[src/rtl/assert_macros.svh]
// Assertion macros shared by the RTL of the knee curve block
`ifndef ASSERT_MACROS_SVH
`define ASSERT_MACROS_SVH
`ifndef NO_ASSERTIONS
`define MKC_ASSERT_IMP(lbl, clk, rst_n, ante, cons) \
	lbl: assert property (@(posedge clk) disable iff (!rst_n) (ante) |-> (cons)) \
		else $error("assertion failed");
`define MKC_ASSERT_NXT(lbl, clk, rst_n, ante, cons) \
	lbl: assert property (@(posedge clk) disable iff (!rst_n) (ante) |=> (cons)) \
		else $error("assertion failed");
`else
`define MKC_ASSERT_IMP(lbl, clk, rst_n, ante, cons)
`define MKC_ASSERT_NXT(lbl, clk, rst_n, ante, cons)
`endif
`endif

[src/rtl/mkc_pkg.sv]
// Types, constants and sequencer states of the multi-knee compressor curve
package mkc_pkg;
	localparam int MAX_KNEES_DEF = 4;
	localparam int ACC_W = 52;
	localparam int MUL_W = 18;
	localparam int PROD_W = 2 * MUL_W;
	localparam int NUM_W = 50;
	localparam int DIVN_W = 51;
	localparam int DIVD_W = 18;
	localparam int QUO_W = 32;

	localparam logic ACTION_LEVEL = 1'b0;
	localparam logic ACTION_WRITE = 1'b1;

	localparam logic [15:0] UNITY_Q15 = 16'd32768;

	typedef struct packed {
		logic signed [15:0] threshold;
		logic [15:0]        ratio_inverse;
		logic [14:0]        width;
	} knee_entry_t;

	typedef struct packed {
		logic               action;
		logic [1:0]         knee_slot;
		logic signed [15:0] knee_threshold;
		logic [15:0]        knee_ratio_inverse;
		logic [14:0]        knee_width;
		logic signed [15:0] level_db;
	} in_item_t;

	typedef struct packed {
		logic signed [15:0] out_level_db;
		logic [2:0]         active_band;
	} out_item_t;

	typedef enum logic [4:0] {
		ST_IDLE,
		ST_RD,
		ST_CHK,
		ST_OFS,
		ST_DECIDE,
		ST_LINE,
		ST_K_PW,
		ST_K_PK,
		ST_K_SQ,
		ST_K_LO,
		ST_K_HI,
		ST_K_NUM,
		ST_DIV_GO,
		ST_DIV_WAIT,
		ST_FIN
	} state_t;
endpackage

[src/rtl/mkc_knee_mem.sv]
// Knee entry store: one write port, one registered read port
module mkc_knee_mem #(
	parameter int DEPTH = mkc_pkg::MAX_KNEES_DEF,
	parameter int IDX_W = 2
) (
	input  logic                 clk,
	input  logic                 wr_en,
	input  logic [IDX_W-1:0]     wr_addr,
	input  mkc_pkg::knee_entry_t wr_data,
	input  logic [IDX_W-1:0]     rd_addr,
	output mkc_pkg::knee_entry_t rd_data
);
	mkc_pkg::knee_entry_t mem [DEPTH];

	always_ff @(posedge clk) begin
		if (wr_en) begin
			mem[wr_addr] <= wr_data;
		end
	end

	always_ff @(posedge clk) begin
		rd_data <= mem[rd_addr];
	end
endmodule

[src/rtl/mkc_mul.sv]
// Shared signed multiplier with a registered product
module mkc_mul #(
	parameter int W = mkc_pkg::MUL_W
) (
	input  logic                  clk,
	input  logic signed [W-1:0]   a,
	input  logic signed [W-1:0]   b,
	output logic signed [2*W-1:0] p
);
	always_ff @(posedge clk) begin
		p <= a * b;
	end
endmodule

[src/rtl/mkc_div.sv]
// Restoring divider, one quotient bit a cycle
module mkc_div #(
	parameter int N_W = mkc_pkg::DIVN_W,
	parameter int D_W = mkc_pkg::DIVD_W,
	parameter int Q_W = mkc_pkg::QUO_W
) (
	input  logic           clk,
	input  logic           arst_n,
	input  logic           start,
	input  logic [N_W-1:0] dividend,
	input  logic [D_W-1:0] divisor,
	output logic           busy,
	output logic           done,
	output logic [Q_W-1:0] quotient
);
	localparam int CNT_W = $clog2(Q_W);

	logic             busy_q;
	logic             done_q;
	logic [CNT_W-1:0] cnt_q;
	logic [D_W-1:0]   rem_q;
	logic [D_W-1:0]   div_q;
	logic [Q_W-1:0]   quo_q;
	logic [D_W:0]     trial;
	logic             ge;

	assign trial = {rem_q, quo_q[Q_W-1]};
	assign ge = trial >= {1'b0, div_q};

	always_ff @(posedge clk or negedge arst_n) begin
		if (!arst_n) begin
			busy_q <= 1'b0;
			done_q <= 1'b0;
			cnt_q <= '0;
		end else begin
			done_q <= 1'b0;
			if (start) begin
				busy_q <= 1'b1;
				cnt_q <= '0;
			end else if (busy_q) begin
				cnt_q <= cnt_q + 1'b1;
				if (cnt_q == CNT_W'(Q_W - 1)) begin
					busy_q <= 1'b0;
					done_q <= 1'b1;
				end
			end
		end
	end

	// Upper dividend bits sit below the divisor, so the quotient fits Q_W bits
	always_ff @(posedge clk) begin
		if (start) begin
			rem_q <= D_W'(dividend[N_W-1:Q_W]);
			quo_q <= dividend[Q_W-1:0];
			div_q <= divisor;
		end else if (busy_q) begin
			rem_q <= ge ? D_W'(trial - {1'b0, div_q}) : D_W'(trial);
			quo_q <= {quo_q[Q_W-2:0], ge};
		end
	end

	assign busy = busy_q;
	assign done = done_q;
	assign quotient = quo_q;
endmodule

[src/rtl/multi_knee_compressor_curve_core.sv]
// Multi-knee compressor static curve: sequencer, accumulator and output word
//
//  channel | dir | handshake            | word
//  in      | in  | in_valid / in_ready  | in_item (write or level item)
//  out     | out | out_valid / out_ready| out_item (level and active band)
//  cfg     | in  | cfg_valid / cfg_ready| cfg_data (knee_count)
//
// Write item: IDLE only. Level item: RD, CHK for each knee, and OFS where a
// started knee above the first adds its offset; then DECIDE, FIN below every
// knee, DECIDE, LINE, FIN on the ratio line, or DECIDE, K_PW to K_NUM, DIV_GO,
// DIV_WAIT (32-step divider), FIN in a soft knee; in_ready returns with the
// result word. Reset clears the sequencer, knee_count and out_valid; knee
// entries are undefined until written; FIN holds while the last word is unread.
module multi_knee_compressor_curve_core #(
	parameter int MAX_KNEES = mkc_pkg::MAX_KNEES_DEF
) (
	input  logic              clk,
	input  logic              arst_n,
	input  logic              in_valid,
	output logic              in_ready,
	input  mkc_pkg::in_item_t in_item,
	output logic              out_valid,
	input  logic              out_ready,
	output mkc_pkg::out_item_t out_item,
	input  logic              cfg_valid,
	output logic              cfg_ready,
	input  logic [2:0]        cfg_data
);
	`include "assert_macros.svh"

	localparam int IDX_W = (MAX_KNEES > 1) ? $clog2(MAX_KNEES) : 1;
	localparam int CNT_W = $clog2(MAX_KNEES + 1);
	localparam int ACC_W = mkc_pkg::ACC_W;
	localparam int MUL_W = mkc_pkg::MUL_W;
	localparam int PROD_W = mkc_pkg::PROD_W;
	localparam int NUM_W = mkc_pkg::NUM_W;
	localparam int DIVN_W = mkc_pkg::DIVN_W;
	localparam int DIVD_W = mkc_pkg::DIVD_W;
	localparam int QUO_W = mkc_pkg::QUO_W;

	mkc_pkg::state_t state_q, state_nxt;

	logic [2:0]         knee_count_q;
	logic signed [15:0] lvl_q;
	logic [CNT_W-1:0]   cnt_q;
	logic [CNT_W-1:0]   cnt_sel;
	logic [IDX_W-1:0]   i_q;
	logic [IDX_W-1:0]   idx_q;
	logic               found_q;
	logic signed [15:0] tprev_q;
	logic [15:0]        rprev_q;
	logic signed [15:0] sel_t_q;
	logic [15:0]        sel_r_q;
	logic [14:0]        sel_w_q;
	logic [15:0]        sel_p_q;
	logic signed [ACC_W-1:0] acc_q;
	logic [31:0]        ksq_q;
	logic signed [NUM_W-1:0] num_q;
	logic               neg_q;
	logic               out_valid_q;
	mkc_pkg::out_item_t out_item_q;

	mkc_pkg::knee_entry_t wr_entry, rd_entry;
	logic wr_en;

	logic signed [MUL_W-1:0]  mul_a, mul_b;
	logic signed [PROD_W-1:0] prod;

	logic              div_start, div_busy, div_done;
	logic [DIVN_W-1:0] div_n;
	logic [DIVD_W-1:0] div_d;
	logic [QUO_W-1:0]  div_q;

	logic accept, level_acc, last, first, started, above, out_free;
	logic signed [17:0] lvl2, rd_t2, rd_w, sel_t2, sel_w, knee_lo, knee_hi, k2;
	logic [15:0]        k2u;
	logic signed [17:0] rp;
	logic signed [ACC_W-1:0] t_term, lvl_term, prod2_term, quo_term;
	logic signed [ACC_W-1:0] n_full, m_full, rnd;
	logic signed [35:0] res_full;
	logic signed [15:0] res_sat;
	logic signed [QUO_W:0] quo_s;

	// Entry store, multiplier and divider
	mkc_knee_mem #(
		.DEPTH(MAX_KNEES),
		.IDX_W(IDX_W)
	) u_mem (
		.clk    (clk),
		.wr_en  (wr_en),
		.wr_addr(IDX_W'(in_item.knee_slot)),
		.wr_data(wr_entry),
		.rd_addr(i_q),
		.rd_data(rd_entry)
	);

	mkc_mul #(
		.W(MUL_W)
	) u_mul (
		.clk(clk),
		.a  (mul_a),
		.b  (mul_b),
		.p  (prod)
	);

	mkc_div #(
		.N_W(DIVN_W),
		.D_W(DIVD_W),
		.Q_W(QUO_W)
	) u_div (
		.clk     (clk),
		.arst_n  (arst_n),
		.start   (div_start),
		.dividend(div_n),
		.divisor (div_d),
		.busy    (div_busy),
		.done    (div_done),
		.quotient(div_q)
	);

	assign accept = in_valid && in_ready;
	assign level_acc = accept && (in_item.action == mkc_pkg::ACTION_LEVEL);
	assign wr_en = accept && (in_item.action == mkc_pkg::ACTION_WRITE)
		&& (32'(in_item.knee_slot) < MAX_KNEES);
	assign wr_entry.threshold = in_item.knee_threshold;
	assign wr_entry.ratio_inverse = in_item.knee_ratio_inverse;
	assign wr_entry.width = in_item.knee_width;

	assign cnt_sel = (32'(knee_count_q) > MAX_KNEES) ? CNT_W'(MAX_KNEES)
		: CNT_W'(knee_count_q);
	assign last = CNT_W'({1'b0, i_q} + (IDX_W + 1)'(1)) == cnt_q;
	assign first = i_q == '0;

	// Knee edges compared at twice the level, so half a width stays exact
	assign lvl2 = {lvl_q[15], lvl_q, 1'b0};
	assign rd_t2 = {rd_entry.threshold[15], rd_entry.threshold, 1'b0};
	assign rd_w = {3'b000, rd_entry.width};
	assign knee_lo = rd_t2 - rd_w;
	assign started = lvl2 > knee_lo;
	assign sel_t2 = {sel_t_q[15], sel_t_q, 1'b0};
	assign sel_w = {3'b000, sel_w_q};
	assign knee_hi = sel_t2 + sel_w;
	assign above = lvl2 >= knee_hi;
	assign k2 = lvl2 - sel_t2 + sel_w;
	assign k2u = k2[15:0];
	assign rp = {2'b00, sel_r_q} - {2'b00, sel_p_q};

	assign t_term = {{(ACC_W - 32){sel_t_q[15]}}, sel_t_q, 16'h0000};
	assign lvl_term = {{(ACC_W - 32){lvl_q[15]}}, lvl_q, 16'h0000};
	assign prod2_term = {{(ACC_W - PROD_W - 1){prod[PROD_W-1]}}, prod, 1'b0};
	assign quo_s = neg_q ? -$signed({1'b0, div_q}) : $signed({1'b0, div_q});
	assign quo_term = {{(ACC_W - QUO_W - 1){quo_s[QUO_W]}}, quo_s};

	// Rounded knee term: floor((2*num + 4w) / 8w), divided on magnitudes
	assign n_full = {{(ACC_W - NUM_W - 1){num_q[NUM_W-1]}}, num_q, 1'b0}
		+ {{(ACC_W - 17){1'b0}}, sel_w_q, 2'b00};
	assign div_d = {sel_w_q, 3'b000};
	assign m_full = n_full[ACC_W-1]
		? (-n_full + {{(ACC_W - DIVD_W){1'b0}}, div_d} - ACC_W'(1)) : n_full;
	assign div_n = m_full[DIVN_W-1:0];

	assign rnd = acc_q + ACC_W'(32768);
	assign res_full = rnd[ACC_W-1:16];
	always_comb begin
		priority if (res_full > 36'sd32767) begin
			res_sat = 16'sh7fff;
		end else if (res_full < -36'sd32768) begin
			res_sat = 16'sh8000;
		end else begin
			res_sat = res_full[15:0];
		end
	end

	assign out_free = !out_valid_q || out_ready;

	// Next state
	always_comb begin
		state_nxt = state_q;
		unique case (state_q)
			mkc_pkg::ST_IDLE: begin
				if (level_acc) begin
					state_nxt = (cnt_sel == '0) ? mkc_pkg::ST_DECIDE : mkc_pkg::ST_RD;
				end
			end
			mkc_pkg::ST_RD: state_nxt = mkc_pkg::ST_CHK;
			mkc_pkg::ST_CHK: begin
				priority if (started && !first) begin
					state_nxt = mkc_pkg::ST_OFS;
				end else if (last) begin
					state_nxt = mkc_pkg::ST_DECIDE;
				end else begin
					state_nxt = mkc_pkg::ST_RD;
				end
			end
			mkc_pkg::ST_OFS: state_nxt = last ? mkc_pkg::ST_DECIDE : mkc_pkg::ST_RD;
			mkc_pkg::ST_DECIDE: begin
				priority if (!found_q) begin
					state_nxt = mkc_pkg::ST_FIN;
				end else if (above) begin
					state_nxt = mkc_pkg::ST_LINE;
				end else begin
					state_nxt = mkc_pkg::ST_K_PW;
				end
			end
			mkc_pkg::ST_LINE: state_nxt = mkc_pkg::ST_FIN;
			mkc_pkg::ST_K_PW: state_nxt = mkc_pkg::ST_K_PK;
			mkc_pkg::ST_K_PK: state_nxt = mkc_pkg::ST_K_SQ;
			mkc_pkg::ST_K_SQ: state_nxt = mkc_pkg::ST_K_LO;
			mkc_pkg::ST_K_LO: state_nxt = mkc_pkg::ST_K_HI;
			mkc_pkg::ST_K_HI: state_nxt = mkc_pkg::ST_K_NUM;
			mkc_pkg::ST_K_NUM: state_nxt = mkc_pkg::ST_DIV_GO;
			mkc_pkg::ST_DIV_GO: state_nxt = mkc_pkg::ST_DIV_WAIT;
			mkc_pkg::ST_DIV_WAIT: begin
				if (div_done) begin
					state_nxt = mkc_pkg::ST_FIN;
				end
			end
			mkc_pkg::ST_FIN: begin
				if (out_free) begin
					state_nxt = mkc_pkg::ST_IDLE;
				end
			end
			default: state_nxt = mkc_pkg::ST_IDLE;
		endcase
	end

	// Sequencer outputs: multiplier operands and divider start
	always_comb begin
		mul_a = '0;
		mul_b = '0;
		div_start = 1'b0;
		in_ready = 1'b0;
		unique case (state_q)
			mkc_pkg::ST_IDLE: in_ready = 1'b1;
			mkc_pkg::ST_CHK: begin
				mul_a = {{2{rd_entry.threshold[15]}}, rd_entry.threshold}
					- {{2{tprev_q[15]}}, tprev_q};
				mul_b = {2'b00, rprev_q} - {2'b00, mkc_pkg::UNITY_Q15};
			end
			mkc_pkg::ST_DECIDE: begin
				if (above) begin
					mul_a = {{2{lvl_q[15]}}, lvl_q} - {{2{sel_t_q[15]}}, sel_t_q};
					mul_b = {2'b00, sel_r_q};
				end else begin
					mul_a = {2'b00, sel_p_q};
					mul_b = {3'b000, sel_w_q};
				end
			end
			mkc_pkg::ST_K_PW: begin
				mul_a = {2'b00, sel_p_q};
				mul_b = {2'b00, k2u};
			end
			mkc_pkg::ST_K_PK: begin
				mul_a = {2'b00, k2u};
				mul_b = {2'b00, k2u};
			end
			mkc_pkg::ST_K_LO: begin
				mul_a = rp;
				mul_b = {2'b00, ksq_q[15:0]};
			end
			mkc_pkg::ST_K_HI: begin
				mul_a = rp;
				mul_b = {2'b00, ksq_q[31:16]};
			end
			mkc_pkg::ST_DIV_GO: div_start = 1'b1;
			default: begin
			end
		endcase
	end

	always_ff @(posedge clk or negedge arst_n) begin
		if (!arst_n) begin
			state_q <= mkc_pkg::ST_IDLE;
			knee_count_q <= '0;
			out_valid_q <= 1'b0;
			found_q <= 1'b0;
			i_q <= '0;
			cnt_q <= '0;
		end else begin
			state_q <= state_nxt;
			if (cfg_valid) begin
				knee_count_q <= cfg_data;
			end
			if (state_q == mkc_pkg::ST_FIN && out_free) begin
				out_valid_q <= 1'b1;
			end else if (out_ready) begin
				out_valid_q <= 1'b0;
			end
			unique case (state_q)
				mkc_pkg::ST_IDLE: begin
					if (level_acc) begin
						cnt_q <= cnt_sel;
						i_q <= '0;
						found_q <= 1'b0;
					end
				end
				mkc_pkg::ST_CHK: begin
					if (started) begin
						found_q <= 1'b1;
					end
					if (!(started && !first) && !last) begin
						i_q <= i_q + 1'b1;
					end
				end
				mkc_pkg::ST_OFS: begin
					if (!last) begin
						i_q <= i_q + 1'b1;
					end
				end
				default: begin
				end
			endcase
		end
	end

	// Datapath words, no reset
	always_ff @(posedge clk) begin
		unique case (state_q)
			mkc_pkg::ST_IDLE: begin
				lvl_q <= in_item.level_db;
				acc_q <= '0;
			end
			mkc_pkg::ST_CHK: begin
				tprev_q <= rd_entry.threshold;
				rprev_q <= rd_entry.ratio_inverse;
				if (started) begin
					idx_q <= i_q;
					sel_t_q <= rd_entry.threshold;
					sel_r_q <= rd_entry.ratio_inverse;
					sel_w_q <= rd_entry.width;
					sel_p_q <= first ? mkc_pkg::UNITY_Q15 : rprev_q;
				end
			end
			// Offset gathered by a started knee above the first
			mkc_pkg::ST_OFS: acc_q <= acc_q + prod2_term;
			mkc_pkg::ST_DECIDE: begin
				if (!found_q) begin
					acc_q <= acc_q + lvl_term;
				end
			end
			mkc_pkg::ST_LINE: acc_q <= acc_q + t_term + prod2_term;
			mkc_pkg::ST_K_PW: acc_q <= acc_q + t_term
				- {{(ACC_W - PROD_W){prod[PROD_W-1]}}, prod};
			mkc_pkg::ST_K_PK: acc_q <= acc_q
				+ {{(ACC_W - PROD_W){prod[PROD_W-1]}}, prod};
			mkc_pkg::ST_K_SQ: ksq_q <= prod[31:0];
			mkc_pkg::ST_K_HI: num_q <= {{(NUM_W - PROD_W){prod[PROD_W-1]}}, prod};
			mkc_pkg::ST_K_NUM: num_q <= num_q + {prod[33:0], 16'h0000};
			mkc_pkg::ST_DIV_GO: neg_q <= n_full[ACC_W-1];
			mkc_pkg::ST_DIV_WAIT: begin
				if (div_done) begin
					acc_q <= acc_q + quo_term;
				end
			end
			mkc_pkg::ST_FIN: begin
				if (out_free) begin
					out_item_q.out_level_db <= res_sat;
					out_item_q.active_band <= found_q ? 3'(idx_q) + 3'd1 : 3'd0;
				end
			end
			default: begin
			end
		endcase
	end

	assign cfg_ready = 1'b1;
	assign out_valid = out_valid_q;
	assign out_item = out_item_q;

	`MKC_ASSERT_IMP(a_ready_div_idle, clk, arst_n, in_ready, !div_busy)
	`MKC_ASSERT_IMP(a_done_in_wait, clk, arst_n, div_done, state_q == mkc_pkg::ST_DIV_WAIT)
	`MKC_ASSERT_NXT(a_level_holds_in, clk, arst_n, level_acc, !in_ready)
endmodule
[config.mk]
export PLATFORM = sky130hd
export DESIGN_NAME = multi_knee_compressor_curve_core
export DESIGN_NICKNAME = d
export VERILOG_FILES = /design/src/rtl/mkc_pkg.sv /design/src/rtl/mkc_knee_mem.sv /design/src/rtl/mkc_mul.sv /design/src/rtl/mkc_div.sv /design/src/rtl/multi_knee_compressor_curve_core.sv
export VERILOG_INCLUDE_DIRS = /design/src /design/src/rtl
export SDC_FILE = /design/constraint.sdc
export NUM_CORES = 2
export LEC_CHECK = 0
export BUFFER_PORTS_ARGS = -buffer_cell sky130_fd_sc_hd__buf_4
export CORE_MARGIN = 2
export CORE_UTILIZATION = 55
export CTS_CLUSTER_SIZE = 30
export DETAILED_ROUTE_END_ITERATION = 6
export GPL_TIMING_DRIVEN = 0
export MAX_ROUTING_LAYER = met4
export PLACE_DENSITY = 0.78
export RECOVER_POWER = 100
export SLEW_MARGIN = 15
export SYNTH_ARGS = -nofsm -noshare
export SYNTH_HDL_FRONTEND = slang
export SYNTH_HIERARCHICAL = 1
export SYNTH_SLANG_ARGS = --single-unit
[constraint.sdc]
create_clock -name clk -period 24.1 [get_ports clk]
set_input_delay 6.025 -clock clk [delete_from_list [all_inputs] [get_ports clk]]
set_output_delay 6.025 -clock clk [all_outputs]
set_load 0.05 [all_outputs]
**Word-level counts from Yosys, hierarchy flattened**

Memories as Yosys holds them, arrays and structs flattened. A register that Yosys moved wholly into a read port is not among the register bits.
Cells that the tools add are included.

- Add/subtract/negate cells: 28
- Multiply operators: 1
- $lt $le $gt $ge: 6
- Eq/ne operators: 23
- Mux-type cells: 47
- Bitwise logic cells: 1
- Reductions and logical operators: 29

Operators with widths:

| kind | count |
|---|---|
| one-hot mux 52 bit (7 select lines) | 1 |
| one-hot mux 18 bit (5 select lines) | 2 |
| adder 52 x 32 -> 52 bit | 2 |
| adder 52 x 37 -> 52 bit | 2 |
| adder 52 bit | 2 |
| two-way mux 52 bit | 2 |
| one-hot mux 50 bit (2 select lines) | 1 |
| one-hot mux 5 bit (15 select lines) | 1 |
| two-way mux 18 bit | 4 |
| two-way mux 32 bit | 2 |
| adder 51 x 18 -> 52 bit | 1 |
| adder 52 x 17 -> 52 bit, second input constant | 1 |
| adder 52 x 33 -> 52 bit | 1 |
| subtractor 52 bit | 1 |
| subtractor 16 x 16 -> 17 bit | 3 |
| adder 50 x 18 -> 50 bit | 1 |
| adder 50 bit | 1 |
| two-way mux 50 bit | 1 |
| negation 50 bit | 1 |
| subtractor 50 x 1 -> 50 bit, second input constant | 1 |
| greater-than comparator 36 x 16 -> 1 bit, second input constant | 1 |
| < comparator 36 x 16 -> 1 bit, second input constant | 1 |
| multiplier 18 x 18 -> 36 bit | 1 |
| == test 5 x 4 -> 1 bit, second input constant | 7 |
| 44 further kinds | 94 |

- Bits in registers: 390
- Bits in writable memories: 188
- Bits of input ports: 74
- Output and inout port bits: 22
- Logic and storage cells: 163
- Memories kept: 1

Memory list:

| memory | depth | bits a word | read ports | clocked after Yosys merged registers in | write ports | line | source |
|---|---|---|---|---|---|---|---|
| u_mem.mem | 4 | 47 | 1 | 1 | 1 | mkc_knee_mem.sv:13 | `mkc_pkg::knee_entry_t mem [DEPTH];` |

**Longest topological paths before layout**

- Depth after elaboration: 7
- Depth in mapped cells: 49
- Depth with buffers taken out: 47

**Hierarchy**

Netlist, hierarchy kept.

By module, submodules not included:

| module | times used | cells each | area an instance (sq um) | sequential area each (sq um) |
|---|---|---|---|---|
| multi_knee_compressor_curve_core | 1 | 5046 | 41150.7 | 8368.0 |
| mkc_mul | 1 | 1393 | 12924.9 | 720.7 |
| mkc_knee_mem | 1 | 296 | 7778.7 | 6586.3 |
| mkc_div | 1 | 346 | 4146.5 | 2217.1 |

**Worst setup path after synthesis**

OpenSTA, ideal clock, no wires.

- Kind: register -> register
- Start point: register sel_t_q[1]
- End point: register u_mul.p[35]
- Library setup time: 0.091 ns
- Arrival: 10.962 ns
- Data required time: 24.009 ns
- Setup slack: 13.047 ns
- Stages on the path, launching flop included: 49
- Path buffers: 2
- Period minus slack after synthesis: 11.053 ns
- Cell sequence: edfxtp_1 > ha_1 > a21o_1 > a21oi_1 > nand2b_1 > a21boi_0 > o21ai_0 > nand2_1 > a21oi_1 > o21ai_0 > a21oi_1 > xor2_1 > ha_1 > a21o_1 > a21o_1 > a21o_1 > a21oi_1 > o21bai_1 > [13 not listed] > inv_1 > ha_1 > inv_1 > fa_1 > inv_1 > fa_1 > inv_1 > fa_1 > inv_1 > ha_1 > and3_1 > and2_1 > and3_1 > and3_1 > a211oi_2 > a211o_1 > nand2_1 > a311oi_1

- Cells in the longest elaborated chain, start to end: 5
- Elaborated cells on any way between the ends: 10
- Classes of those cells: 4 x add/sub; 1 x mul; 1 x order compare; 4 x mux

Ends and longest elaborated chain:

| item | line | source |
|---|---|---|
| start: declaration | multi_knee_compressor_curve_core.sv:52 | `logic signed [15:0] sel_t_q;` |
| start signal: assignment | multi_knee_compressor_curve_core.sv:328 | `sel_t_q <= rd_entry.threshold;` |
| adder 17 x 16 -> 18 bit | multi_knee_compressor_curve_core.sv:142 | `assign knee_hi = sel_t2 + sel_w;` |
| greater-or-equal comparator 17 x 18 -> 1 bit | multi_knee_compressor_curve_core.sv:143 | `assign above = lvl2 >= knee_hi;` |
| two-way mux 18 bit (*) | multi_knee_compressor_curve_core.sv:241 | `if (above) begin` |
| one-hot mux 18 bit (5 select lines) (*) | multi_knee_compressor_curve_core.sv:233 | `unique case (state_q)` |
| via mul_a[16] | multi_knee_compressor_curve_core.sv:66 | `logic signed [MUL_W-1:0] mul_a, mul_b;` |
| multiplier 18 x 18 -> 36 bit (*) | mkc_mul.sv:11 | `p <= a * b;` |
| end signal: assignment | mkc_mul.sv:11 |  |
| end: declaration | mkc_mul.sv:8 | `output logic signed [2*W-1:0] p` |

The timed path passes the listed nets; every way through them passes the cells marked *.
A chain may end at the register's enable or synchronous reset.

**Final worst setup path**

- Start point: register sel_w_q[1]
- End point: register u_mul.p[35]

- Cells in the longest elaborated chain, start to end: 5
- Elaborated cells on any way between the ends: 8
- Classes of those cells: 2 x add/sub; 1 x mul; 1 x order compare; 4 x mux

Ends and longest elaborated chain:

| item | line | source |
|---|---|---|
| start: declaration | multi_knee_compressor_curve_core.sv:54 | `logic [14:0] sel_w_q;` |
| start signal: assignment | multi_knee_compressor_curve_core.sv:330 | `sel_w_q <= rd_entry.width;` |
| adder 17 x 16 -> 18 bit | multi_knee_compressor_curve_core.sv:142 |  |
| greater-or-equal comparator 17 x 18 -> 1 bit | multi_knee_compressor_curve_core.sv:143 |  |
| two-way mux 18 bit | multi_knee_compressor_curve_core.sv:241 |  |
| one-hot mux 18 bit (5 select lines) | multi_knee_compressor_curve_core.sv:233 |  |
| via mul_a[16] | multi_knee_compressor_curve_core.sv:66 |  |
| multiplier 18 x 18 -> 36 bit | mkc_mul.sv:11 |  |

The timed path passes the listed nets, and every way through them passes these cells.

==> metrics <==
outcome=finished with violations; violated checks=DRC, capacitance limit, slew limit; die area=0.123 mm2; clk root buf=clkbuf_16; Syn Area/Cell=9.32 um2; CP dominant cell by count=inv_1; HP Class=flop to flop; DR DRC count=24; number of global-route vias before repair=55645; Initial Utilization=0.552; Detail Route Antenna Nets=0; share of cells above drive strength 1=0.0421; Clock transition at path regs=0.06 ns; initial antenna violation count=15; Post-Syn Instances=7076; total grt overflow=0; Syn-to-layout area delta=8.03%; crit path kind=flop to flop; Ys Warns=6; Tcrit/Tclk final=0.661; # H-tree levels=3; GRT Total Usage=0.398; CTS max path bufs=3; Post-Synthesis Cell Area=0.0660 mm2; first-pass GRT wire length=about 350 mm; CP max stage delay=1.22 ns; TritonCTS Sinks=about 630; Routed WL per cell=26.6 um; FF-to-FF path depth=50; Hold Vio Cnt, Final=0; die width=350 um; RePlAce Congestion=1.09; Die Y-Extent=between 300 and 400 um; Tightest Pin Transition=3.58 ns; CP Max Fanout=10; CP Capture Type=flop; final setup fails=0; Worst EP required=24.57 ns; hpwl dp=approximately 190 mm; clock latency on the worst-skew pair=0.73 ns; critical-path cell with the highest stage delay=a31oi_1; reg2reg start=sel_w_q[1]; Worst EP arrival=16.40 ns; Reg2Reg Setup Slack=8.16 ns; cts hold-fix bufs=0; Ports=96; RSZ-0062 raised after global routing=false; Worst Setup Start Kind=flop; number of buffer cells added on primary ports=94; fmax=roughly 63 MHz; Period minus WS final=15.94 ns; setup TNS=0 ns; Worst slew margin=-1.39; total CTS buffers=74; Hold Path Sink=rprev_q[10]; Core Rows=127; vias per cell=6.38; Layout Nets=8388; DRT iter0 DRCs=6233; Pre-antenna DRT Iters=7; hold_sp=u_mem/rd_data[25]; worst hold path depth=0; Clock Skew=0.0743 ns; post-cts resize count=0; RR Endpoint=u_mul/p[35]; max-slew violation count=376; Setup Buffers After CTS=0; final WL=around 240 mm; vias=57221; core area=between 0.1 and 0.15 mm2; max-cap violation count=12; largest net degree at the start of global routing=51; TritonCTS clock tree=built
## worst max-delay path by stage
stage	cells after the start	endpoint	from	slack [ns]
floorplan	48	u_mul/p[35]	sel_t_q[1]	13.05
global placement	49	u_mul/p[35]	sel_w_q[1]	8.79
global route	50	u_mul/p[35]	sel_w_q[1]	7.81
detailed placement	50	u_mul/p[35]	sel_w_q[1]	9.60
CTS	50	u_mul/p[35]	sel_w_q[1]	9.53
finish	50	u_mul/p[35]	sel_w_q[1]	8.16
## cell usage in the layout, fill, tap and decap left out, types with 64 or more instances in the layout
cell and count:
nand4_1 76, fa_1 442, nand2b_1 74, nand3_1 150, nand2_1 554, inv_1 833, edfxtp_1 523, nor2_1 348
a21oi_1 516, a21o_1 214, nor2b_1 105, and3_1 64, xnor2_1 341, clkbuf_16 75, o21bai_1 67, a211oi_1 68
dfxtp_1 82, xor2_1 189, and2_1 184, clkbuf_1 323, ha_1 591, o21ai_0 347, nor3_1 113
## per-layer routing
layer / global-route usage / part of all wire / routed length, um / vias up
li1: - / - / - / 25605
met1: 0.512 / 0.40 / 94200 / 27777
met2: 0.585 / 0.44 / 104000 / 3166
met3: 0.0862 / 0.11 / 25600 / 673
met4: 0.217 / 0.062 / 14800 / 0
met5: - / 0 / 0 / -
## worst max-delay path: cells and delay by family (launching register included)
family | cells | cell delay, ns
fa+ha+maj | 10 | 4.89
compound gates | 18 | 5.94
flops | 1 | 0.94
xor+xnor | 1 | 0.14
simple gates | 10 | 1.81
buf+inv | 11 | 1.95
## flip-flops by register name, indices dropped and copies added, names as in the netlist, 18 cells and up
name,cells
out_item,19
u_div/div_q,18
u_mem/rd_data,47
u_div/rem_q,18
ksq_q,32
u_mem/mem,188
u_div/quotient,32
num_q,50
u_mul/p,36
acc_q,52
## area by class of cell
type / instances / area [um2]
timing repair buffer: 127 / 641
antenna: 20 / 50.0
inverter: 836 / 3140
fill: 10492 / 48200
multi-input combinational: 5383 / 44000
clock buffer: 90 / 1970
sequential: 627 / 17900
clock inverter: 48 / 666
buffer: 232 / 895
tap: 1612 / 2020
## stage by stage
stage | instances | util | hold WS, ns | worst slack, ns | instance area, um2
after floorplan | 7078 | - | 0.404 | 13.05 | 66000
after global placement | 8784 | 0.575 | 0.405 | 8.79 | 68700
after detailed placement | 8816 | 0.579 | 0.414 | 9.60 | 69200
after CTS | 8954 | 0.601 | 0.430 | 9.53 | 71900
after global routing | 8970 | 0.596 | 0.438 | 7.81 | 71300
final | 8975 | 0.596 | 0.430 | 8.16 | 71300
Power is left out: the tool's default activity adds up to more than one toggle a clock period on the data nets, which glitch-free logic cannot reach.
